===== config.mk =====
export PLATFORM = sky130hd
export DESIGN_NAME = keyed_log_throttle_table
export DESIGN_NICKNAME = d
export VERILOG_FILES = /design/src/rtl/klt_pkg.sv /design/src/rtl/keyed_log_throttle_table.sv /design/src/rtl/klt_store.sv
export SDC_FILE = /design/constraint.sdc
export NUM_CORES = 2
export LEC_CHECK = 0
export BUFFER_PORTS_ARGS = -buffer_cell sky130_fd_sc_hd__buf_2
export CORE_MARGIN = 3
export CORE_UTILIZATION = 35
export DETAILED_ROUTE_END_ITERATION = 10
export SLEW_MARGIN = 20
export SYNTH_ARGS = -nofsm -noshare
export SYNTH_HDL_FRONTEND = slang
export SYNTH_SLANG_ARGS = --single-unit

===== constraint.sdc =====
create_clock -name clock -period 18.7 [get_ports clock]
set_input_delay 4.675 -clock clock [delete_from_list [all_inputs] [get_ports clock]]
set_output_delay 4.675 -clock clock [all_outputs]
set_load 0.005 [all_outputs]

===== src/rtl/klt_pkg.sv =====
// Shared types and constants for the keyed log throttle table.
// No dependencies.
`default_nettype none

package klt_pkg;

   localparam int SLOTS_DEFAULT = 16;
   localparam int SLOT_ID_W     = 4;

   // Request word
   typedef struct packed {
      logic        key_present;
      logic [31:0] key_hash;
      logic [63:0] key_tag_low;
      logic [23:0] key_tag_high;
      logic [31:0] now_ms;
      logic [31:0] interval_ms;
   } req_type;

   // Result word
   typedef struct packed {
      logic                 pass;
      logic [SLOT_ID_W-1:0] slot_used;
      logic                 matched;
      logic                 replaced;
   } rsp_type;

   // One table slot
   typedef struct packed {
      logic [31:0] hash;
      logic [31:0] stamp_ms;
      logic [63:0] tag_low;
      logic [23:0] tag_high;
   } entry_type;

endpackage

`default_nettype wire


===== src/rtl/keyed_log_throttle_table.sv =====
// Top level of the keyed log throttle table: request sequencer and slot scan.
// Depends on klt_pkg and klt_store.
`default_nettype none

// Per-key rate limiter. A request is taken when start is high and busy is
// low; its result word appears on rsp_data with rsp_strobe high for a
// single cycle and cannot be held off. When disabled, or when the key is
// absent or the interval is zero, the result follows in the cycle after the
// request and a new request may come every cycle. Otherwise the block scans
// the table one slot per cycle through a single registered memory read port
// and one shared subtract/compare unit, stopping early when the key is found;
// busy stays high and no new request is taken until the result is registered.
// The table is empty after reset at once; there is no clearing pass.
// csr_ready is always high.
module keyed_log_throttle_table #(
   parameter int SLOTS = klt_pkg::SLOTS_DEFAULT
) (
   input  wire                clock,
   input  wire                reset,
   input  wire                start,
   output logic               busy,
   input  klt_pkg::req_type   req_data,
   output logic               rsp_strobe,
   output klt_pkg::rsp_type   rsp_data,
   input  wire                csr_valid,
   output logic               csr_ready,
   input  wire                csr_data
);

   localparam int IDX_W = (SLOTS > 1) ? $clog2(SLOTS) : 1;
   localparam int CNT_W = $clog2(SLOTS + 1);
   localparam logic [IDX_W-1:0] LAST_IDX = IDX_W'(SLOTS - 1);
   localparam logic [CNT_W-1:0] CNT_END  = CNT_W'(SLOTS);

   typedef enum logic [1:0] {
      ST_IDLE,
      ST_SCAN,
      ST_DECIDE
   } state_type;

   state_type          state_ff, state_in;
   logic               enable_ff, enable_in;
   klt_pkg::req_type   req_ff, req_in;
   logic [CNT_W-1:0]   idx_ff, idx_in;
   logic               chk_ff, chk_in;
   logic [IDX_W-1:0]   chk_idx_ff, chk_idx_in;
   logic               have_empty_ff, have_empty_in;
   logic [IDX_W-1:0]   empty_idx_ff, empty_idx_in;
   logic               have_old_ff, have_old_in;
   logic [IDX_W-1:0]   old_idx_ff, old_idx_in;
   logic [31:0]        old_age_ff, old_age_in;
   logic               matched_ff, matched_in;
   logic               rsp_strobe_ff, rsp_strobe_in;
   klt_pkg::rsp_type   rsp_ff, rsp_in;

   logic [IDX_W-1:0]   rd_addr;
   klt_pkg::entry_type rd_entry;
   logic               rd_occ;
   logic               wr_en;
   klt_pkg::entry_type wr_entry;

   logic [31:0]        scan_age;
   logic               hit;
   logic               use_old;
   logic [IDX_W-1:0]   sel_idx;
   logic               drop;

   // Slot store
   klt_store #(
      .SLOTS (SLOTS)
   ) u_store (
      .clock    (clock),
      .reset    (reset),
      .rd_addr  (rd_addr),
      .rd_entry (rd_entry),
      .rd_occ   (rd_occ),
      .wr_en    (wr_en),
      .wr_addr  (sel_idx),
      .wr_entry (wr_entry)
   );

   // Shared unit: wrapping age and key compare of the slot just read
   assign scan_age = req_ff.now_ms - rd_entry.stamp_ms;
   assign hit      = rd_occ && (rd_entry.hash == req_ff.key_hash) &&
                     (rd_entry.tag_low == req_ff.key_tag_low) &&
                     (rd_entry.tag_high == req_ff.key_tag_high);

   // Slot choice: match or oldest use the old_* registers, else first empty
   assign use_old = matched_ff || (!have_empty_ff && have_old_ff);
   always_comb begin
      if (use_old) begin
         sel_idx = old_idx_ff;
      end else if (have_empty_ff) begin
         sel_idx = empty_idx_ff;
      end else begin
         sel_idx = '0;
      end
   end
   assign drop = use_old && (old_age_ff < req_ff.interval_ms);

   // New slot contents
   always_comb begin
      wr_entry.hash     = req_ff.key_hash;
      wr_entry.stamp_ms = req_ff.now_ms;
      wr_entry.tag_low  = req_ff.key_tag_low;
      wr_entry.tag_high = req_ff.key_tag_high;
   end

   // Sequencer next state
   always_comb begin
      state_in      = state_ff;
      enable_in     = enable_ff;
      req_in        = req_ff;
      idx_in        = idx_ff;
      chk_in        = chk_ff;
      chk_idx_in    = chk_idx_ff;
      have_empty_in = have_empty_ff;
      empty_idx_in  = empty_idx_ff;
      have_old_in   = have_old_ff;
      old_idx_in    = old_idx_ff;
      old_age_in    = old_age_ff;
      matched_in    = matched_ff;
      rsp_strobe_in = 1'b0;
      rsp_in        = rsp_ff;
      rd_addr       = idx_ff[IDX_W-1:0];
      wr_en         = 1'b0;

      // config word
      if (csr_valid) begin
         enable_in = csr_data;
      end

      case (state_ff)
         ST_IDLE: begin
            if (start) begin
               req_in = req_data;
               if (req_data.key_hash == '0) begin
                  req_in.key_hash = 32'd1;
               end
               rsp_in.pass      = 1'b0;
               rsp_in.slot_used = '0;
               rsp_in.matched   = 1'b0;
               rsp_in.replaced  = 1'b0;
               if (!enable_ff) begin
                  rsp_strobe_in = 1'b1;
               end else if (!req_data.key_present || (req_data.interval_ms == '0)) begin
                  rsp_strobe_in = 1'b1;
                  rsp_in.pass   = 1'b1;
               end else begin
                  state_in      = ST_SCAN;
                  idx_in        = '0;
                  chk_in        = 1'b0;
                  have_empty_in = 1'b0;
                  have_old_in   = 1'b0;
                  matched_in    = 1'b0;
               end
            end
         end
         ST_SCAN: begin
            // issue the next read
            chk_in = 1'b0;
            if (idx_ff != CNT_END) begin
               chk_in     = 1'b1;
               chk_idx_in = idx_ff[IDX_W-1:0];
               idx_in     = idx_ff + 1'b1;
            end
            // check the slot read last cycle
            if (chk_ff) begin
               if (hit) begin
                  matched_in = 1'b1;
                  old_idx_in = chk_idx_ff;
                  old_age_in = scan_age;
                  state_in   = ST_DECIDE;
               end else begin
                  if (!rd_occ) begin
                     if (!have_empty_ff) begin
                        have_empty_in = 1'b1;
                        empty_idx_in  = chk_idx_ff;
                     end
                  end else if (!have_old_ff || (scan_age > old_age_ff)) begin
                     have_old_in = 1'b1;
                     old_idx_in  = chk_idx_ff;
                     old_age_in  = scan_age;
                  end
                  if (chk_idx_ff == LAST_IDX) begin
                     state_in = ST_DECIDE;
                  end
               end
            end
         end
         ST_DECIDE: begin
            wr_en            = !drop;
            rsp_strobe_in    = 1'b1;
            rsp_in.pass      = !drop;
            rsp_in.slot_used = klt_pkg::SLOT_ID_W'(sel_idx);
            rsp_in.matched   = matched_ff;
            rsp_in.replaced  = !drop && use_old && !matched_ff;
            state_in         = ST_IDLE;
         end
         default: begin
            state_in = ST_IDLE;
         end
      endcase
   end

   // State and registered outputs
   always_ff @(posedge clock) begin
      req_ff        <= req_in;
      idx_ff        <= idx_in;
      chk_idx_ff    <= chk_idx_in;
      have_empty_ff <= have_empty_in;
      empty_idx_ff  <= empty_idx_in;
      have_old_ff   <= have_old_in;
      old_idx_ff    <= old_idx_in;
      old_age_ff    <= old_age_in;
      matched_ff    <= matched_in;
      rsp_ff        <= rsp_in;
      if (reset) begin
         state_ff      <= ST_IDLE;
         enable_ff     <= 1'b1;
         chk_ff        <= 1'b0;
         rsp_strobe_ff <= 1'b0;
      end else begin
         state_ff      <= state_in;
         enable_ff     <= enable_in;
         chk_ff        <= chk_in;
         rsp_strobe_ff <= rsp_strobe_in;
      end
   end

   assign busy       = (state_ff != ST_IDLE);
   assign rsp_strobe = rsp_strobe_ff;
   assign rsp_data   = rsp_ff;
   assign csr_ready  = 1'b1;

endmodule

`default_nettype wire


===== src/rtl/klt_store.sv =====
// Slot store: entry memory with registered read, plus per-slot occupied bits.
// Depends on klt_pkg.
`default_nettype none

module klt_store #(
   parameter int SLOTS = klt_pkg::SLOTS_DEFAULT,
   localparam int IDX_W = (SLOTS > 1) ? $clog2(SLOTS) : 1
) (
   input  wire                         clock,
   input  wire                         reset,
   input  wire  [IDX_W-1:0]            rd_addr,
   output klt_pkg::entry_type          rd_entry,
   output logic                        rd_occ,
   input  wire                         wr_en,
   input  wire  [IDX_W-1:0]            wr_addr,
   input  klt_pkg::entry_type          wr_entry
);

   klt_pkg::entry_type mem [SLOTS];
   logic [SLOTS-1:0]   vld_ff;
   klt_pkg::entry_type rd_entry_ff;
   logic               rd_occ_ff;

   // Entry memory: one write, one registered read per cycle
   always_ff @(posedge clock) begin
      if (wr_en) begin
         mem[wr_addr] <= wr_entry;
      end
      rd_entry_ff <= mem[rd_addr];
   end

   // Occupied bits, cleared at reset; an unoccupied slot reads as empty
   always_ff @(posedge clock) begin
      if (reset) begin
         vld_ff    <= '0;
         rd_occ_ff <= 1'b0;
      end else begin
         if (wr_en) begin
            vld_ff[wr_addr] <= 1'b1;
         end
         rd_occ_ff <= vld_ff[rd_addr];
      end
   end

   assign rd_entry = rd_entry_ff;
   assign rd_occ   = rd_occ_ff;

endmodule

`default_nettype wire


### After elaboration in Yosys (flattened, before gate mapping)

Memories as Yosys holds them, arrays and structs flattened. A register that Yosys moved wholly into a read port is not among the register bits.
Cells that the tools add are included.

* input bits: 190
* logic and storage cells: 139
* bits in registers: 265
* RAM bits: 2432
* output and inout port bits: 10
* memories kept: 1

Memory list
* u_store.mem: depth 16, width 152, read ports 1, clocked after memory_dff 1, wr ports 1, RTL line klt_store.sv:19 `klt_pkg::entry_type mem [SLOTS];`

* $add $sub $neg: 2
* reductions and logical operators: 35
* eq/ne operators: 18
* $lt $le $gt $ge: 5
* mux-type cells: 51
* bitwise operators: 4

Operator list (count)
* 32-bit two-way mux: 3
* 64-bit equality test: 1
* 32-bit logical NOT: 2
* 32-bit equality test: 1
* 32-bit greater-than comparator: 1
* 32-bit < comparator: 1
* 32-bit subtractor: 1
* 24-bit equality test: 1
* 1-bit two-way mux: 22
* 4-bit two-way mux: 5
* 5-bit two-way mux: 4
* 2-bit != test (second input constant): 9
* 16-bit OR: 1
* 5-bit AND reduction: 3
* 7-bit one-hot mux with 2 select lines: 1
* 2-bit two-way mux: 6
* 4-bit by 5-bit < comparator with 1-bit output (second input constant): 2
* 1-bit one-hot mux with 2 select lines: 5
* 5-bit one-hot mux with 2 select lines: 1
* 2-bit nonzero test: 5
* 1-bit logical AND: 8
* 4-bit AND reduction: 2
* 8-bit AND reduction: 1
* 7-bit two-way mux: 1
* other kinds (18): 28

### Depth between registers and ports, before layout

* word-level depth: 9
* mapped depth: 20
* mapped depth without buffers: 20

### Modules after synthesis

A second synthesis with hierarchy kept.

* cells, all modules: 4860
* area total of the unflattened synthesis: 108029.9 um2

Modules (own cells, without submodules)
* klt_store: area an instance 95083.7 um2, sequential area each 76413.3 um2, cells an instance 3778, times used 1
* keyed_log_throttle_table: area an instance 12946.2 um2, sequential area each 7397.1 um2, cells an instance 1082, times used 1

### Least setup slack after synthesis

No wires, ideal clock.

* kind: register to register
* from: register old_age_ff[31]
* to: memory u_store.mem[3][0] in the netlist's numbering (enable)
* required time: 17.664 ns
* period minus slack after synthesis: 16.940 ns
* cell stages (with the launch flop): 8
* arrival: 15.904 ns
* path slack: 1.760 ns
* path buffers: 1
* library setup time: 1.036 ns
* cells stage by stage: edfxtp_1 ha_1 nand4_1 or3_1 a211oi_2 a21oi_2 buf_2 nor4_1

* longest elaborated chain between the ends: 6

Ends and longest elaborated chain
* start, declared: RTL line keyed_log_throttle_table.sv:51 `logic [31:0] old_age_ff, old_age_in;`
* start signal, assigned: RTL line keyed_log_throttle_table.sv:215 `old_age_ff <= old_age_in;`
* 32-bit < comparator: RTL line keyed_log_throttle_table.sv:99 `assign drop = use_old && (old_age_ff < req_ff.interval_ms);`
* 1-bit logical AND: RTL line keyed_log_throttle_table.sv:99
* 1-bit logical NOT: RTL line keyed_log_throttle_table.sv:192 `wr_en = !drop;`
* 1-bit two-way mux: RTL line keyed_log_throttle_table.sv:133 `case (state_ff)`
* 1-bit two-way mux: RTL line klt_store.sv:26 `if (wr_en) begin`
* 1-bit two-way mux (not written as such): RTL line klt_store.sv:27 `mem[wr_addr] <= wr_entry;`
* end, declared: RTL line klt_store.sv:19

Every way passes these cells.

### Worst setup path in the final report

* from: input start
* to: register req_ff[160] in the netlist's numbering (enable)

* longest elaborated chain between the ends: 1

Ends and longest elaborated chain
* start, declared: RTL line keyed_log_throttle_table.sv:20 `input wire start,`
* 2-bit AND reduction (no line)
* end signal, assigned: RTL line keyed_log_throttle_table.sv:208 `req_ff <= req_in;`
* end, declared: RTL line keyed_log_throttle_table.sv:43 `klt_pkg::req_type req_ff, req_in;`

Every way passes these cells.
A chain may end at the register's enable or synchronous reset.

==> flow_metrics.env <==
export IMPL_synth_top_area_share_pct=74.5
export IMPL_vias_per_cell=5.27
export IMPL_yosysUniqueCellTypes=70
export IMPL_synthToLayoutAreaGrowth_pct=14.5
export IMPL_path_class="in2reg"
export IMPL_portBuffers=198
export IMPL_p_per_area_nw_per_um2=112
export IMPL_ys_seq_elements=2849
export IMPL_dr_total_vias=49600
export IMPL_nets=5361
export IMPL_ys_top_cells_by_area="edfxtp_1, mux4_2, dfxtp_1, ha_1, xor2_1"
export IMPL_core_sq_um=306000
export IMPL_die_h_microns=561
export IMPL_ys_seq_area_share_pct=77.8
export IMPL_htree_levels=5
export IMPL_clock_latency_ns=0.83
export IMPL_drv_slew=0
export IMPL_drive_gt1_share_pct=28.3
export IMPL_numCtsBuffers=292
export IMPL_mostFrequentLayoutCell="edfxtp_1"
export IMPL_start_util_pct=35.2
export IMPL_cts_tree="yes"
export IMPL_outcome="finished clean"
export IMPL_fin_tns_setup_ns=0
export IMPL_clk_pin_slew_worst_paths_ns=0.06
export IMPL_hold_viol_final=0
export IMPL_cp_max_fo=50
export IMPL_grt_usage_pct=16.1
export IMPL_overflow=0
export IMPL_setup_viol=0
export IMPL_tightest_slew_ns=1.20
export IMPL_post_cts_buffers=0
export IMPL_grt_pass1_wl_microns=374000
export IMPL_fmax_ghz=0.156
export IMPL_critPathTopFamily="buffers and inverters"
export IMPL_period_minus_slack_ns=6.41
export IMPL_power_leakage_nw=39.3
export IMPL_arrival_ns=6.86
export IMPL_die_x_microns=561
export IMPL_syn_inst=4700
export IMPL_die_area_sq_um=315000
export IMPL_power_switching_mw=2.97
export IMPL_gp_congestion=0.790
export IMPL_drc=0
export IMPL_cp_required_ns=19.14
export IMPL_start_kind="primary input"
export IMPL_combPwrFrac_pct=6.2
export IMPL_layout_common_cells="edfxtp_1, mux4_2, clkbuf_16"
export IMPL_synth_edf_count=2675
export IMPL_slew_limit_headroom_pct=19.8
export IMPL_synth_avg_cell_area_sq_um=22.9
export IMPL_ios=200
export IMPL_cts_resized=0
export IMPL_crit_slowest_cell="buf_4"
export IMPL_ir_drop_mv=0.0917
export IMPL_grt_pass1_vias=51300
export IMPL_synth_largest_area_cell="edfxtp_1"
export IMPL_antenna_found_initial=21
export IMPL_yosysWarningCount=0
export IMPL_seq_power_share_pct=52.3
export IMPL_critical_path_cell_chain="buf_2 > inv_1 > nor2_4 > buf_4 > buf_4"
export IMPL_netlist_area_sq_um=108000
export IMPL_holdBufCountCts=0
export IMPL_p_int_mw=10.8
export IMPL_ant_nets=0
export IMPL_async_reset_ff_share_pct=0
export IMPL_clockBufferDepth=4
export IMPL_grt_max_degree=139
export IMPL_cpMostUsedCell="buf_4"
export IMPL_row_count=203
export IMPL_first_pass_iters=7
export IMPL_max_stage_delay_ns=0.75
export IMPL_swShare_pct=21.6
export IMPL_drtIter0Drc=5328
export IMPL_fill_cells=26700
export IMPL_cp_buffers_inverters=4
export IMPL_fin_skew_ns=0.0605
export IMPL_avgRoutedWirePerCell_microns=27.5
export IMPL_post_dp_hpwl_microns=138000
export IMPL_worstSetupEndpointType="flop"
export IMPL_timing_final_crit_share_pct=34.3
export IMPL_maxCapViolCount=0
export IMPL_routed_wl_microns=259000
export IMPL_syn_nets=4987
export IMPL_clock_sinks=2849
export IMPL_clock_power_share_pct=41.5
export IMPL_finalWorstSetupSlack_ns=12.29
export IMPL_ys_flop_type="edfxtp_1"
export IMPL_dpl_worst_slack_ns=11.37
export IMPL_holdCritPathClass="reg2reg"
export IMPL_rsz0062_at_grt="no"
export IMPL_cts_root_buf="clkbuf_16"
==> power groups by stage <==
stage	Sequential [mW]	Clock [mW]	Combinational [mW]
CTS	7.21	5.84	0.867
floorplan	7.29	0	0.590
detailed placement	7.35	0	0.864
global placement	7.34	0	0.856
finish	7.21	5.72	0.851
global route	7.22	6.11	0.922
==> cells by family (layout without fill, tap and decap cells) <==
group | Yosys count | in the layout | synth area share, %
compound gates | 236 | 236 | 1.57
simple gates | 273 | 273 | 1.34
buf+inv | 382 | 983 | 1.40
flops | 2849 | 2849 | 77.8
xor+xnor | 96 | 96 | 0.780
fa+ha+maj | 97 | 97 | 1.13
mux | 766 | 766 | 16.0
other cells | 1 | 6 | 0.00348
==> area by class of cell <==
type,count,area (sq um),share of cell area (%)
Multi-Input combinational cell,1469,22600,18.3
Antenna cell,5,12.5,0.0101
Tap cell,4100,5130,4.16
Inverter,162,608,0.493
Clock buffer,400,8110,6.57
Clock inverter,121,1250,1.01
Sequential cell,2849,83800,67.9
Timing Repair Buffer,300,1930,1.57
==> per-stage QoR <==
stage | hold slack (ns) | utilization (%) | area (sq um) | power [mW] | cells
floorplan | 0.422 | - | 108000 | 7.88 | 4700
global placement | 0.433 | 37.3 | 114000 | 8.19 | 8879
detailed placement | 0.449 | 37.3 | 114000 | 8.21 | 8879
CTS | 0.464 | 40.3 | 123000 | 13.9 | 9400
global route | 0.493 | 40.3 | 123000 | 14.3 | 9402
finish | 0.461 | 40.3 | 123000 | 13.8 | 9406
==> per-layer routing <==
layer  track usage [%]  up-vias  wire length [microns]
met1              23.5    27100                 113000
met2              26.0     1700                 126000
met3              2.34      355                  15800
li1                  -    20500                      -
met4              3.17        4                   4730
met5                 0        -                     34
==> tightest hold or removal path: stages, from the launching register on <==
cell	delay [ns]
dfxtp_1	0.32
nand2b_1	0.06
o41ai_1	0.05
==> synthesized netlist by cell type, types with 30 or more instances <==
master and count:
a21o_1 42, a21oi_1 38, buf_1 30, buf_2 44
clkbuf_1 143, dfxtp_1 174, edfxtp_1 2675, ha_1 96
inv_1 160, mux4_2 765, nand2_1 47, nor2_1 58
nor2b_1 32, nor4_1 36, xor2_1 70
==> final timing paths <==
path,from,to,slack [ns],depth (start not counted)
worst min-delay path,u_store.vld_ff[0],u_store.vld_ff[0],0.46,2
worst max register to register,req_ff[32],old_age_ff[31],12.96,19
worst min register to register,u_store.vld_ff[0],u_store.vld_ff[0],0.46,2
worst max-delay path,start,req_ff[160],12.29,5
==> registers in the layout, indices dropped and copies added (netlist names), 2 cells and up <==
signal,count
empty_idx_ff,4
u_store.vld_ff,16
old_age_ff,32
rsp_data,7
chk_idx_ff,4
old_idx_ff,4
u_store.mem,2432
u_store.rd_entry,152
idx_ff,5
req_ff,184
state_ff,2
Note: power is estimated with default switching activity, not from simulation.
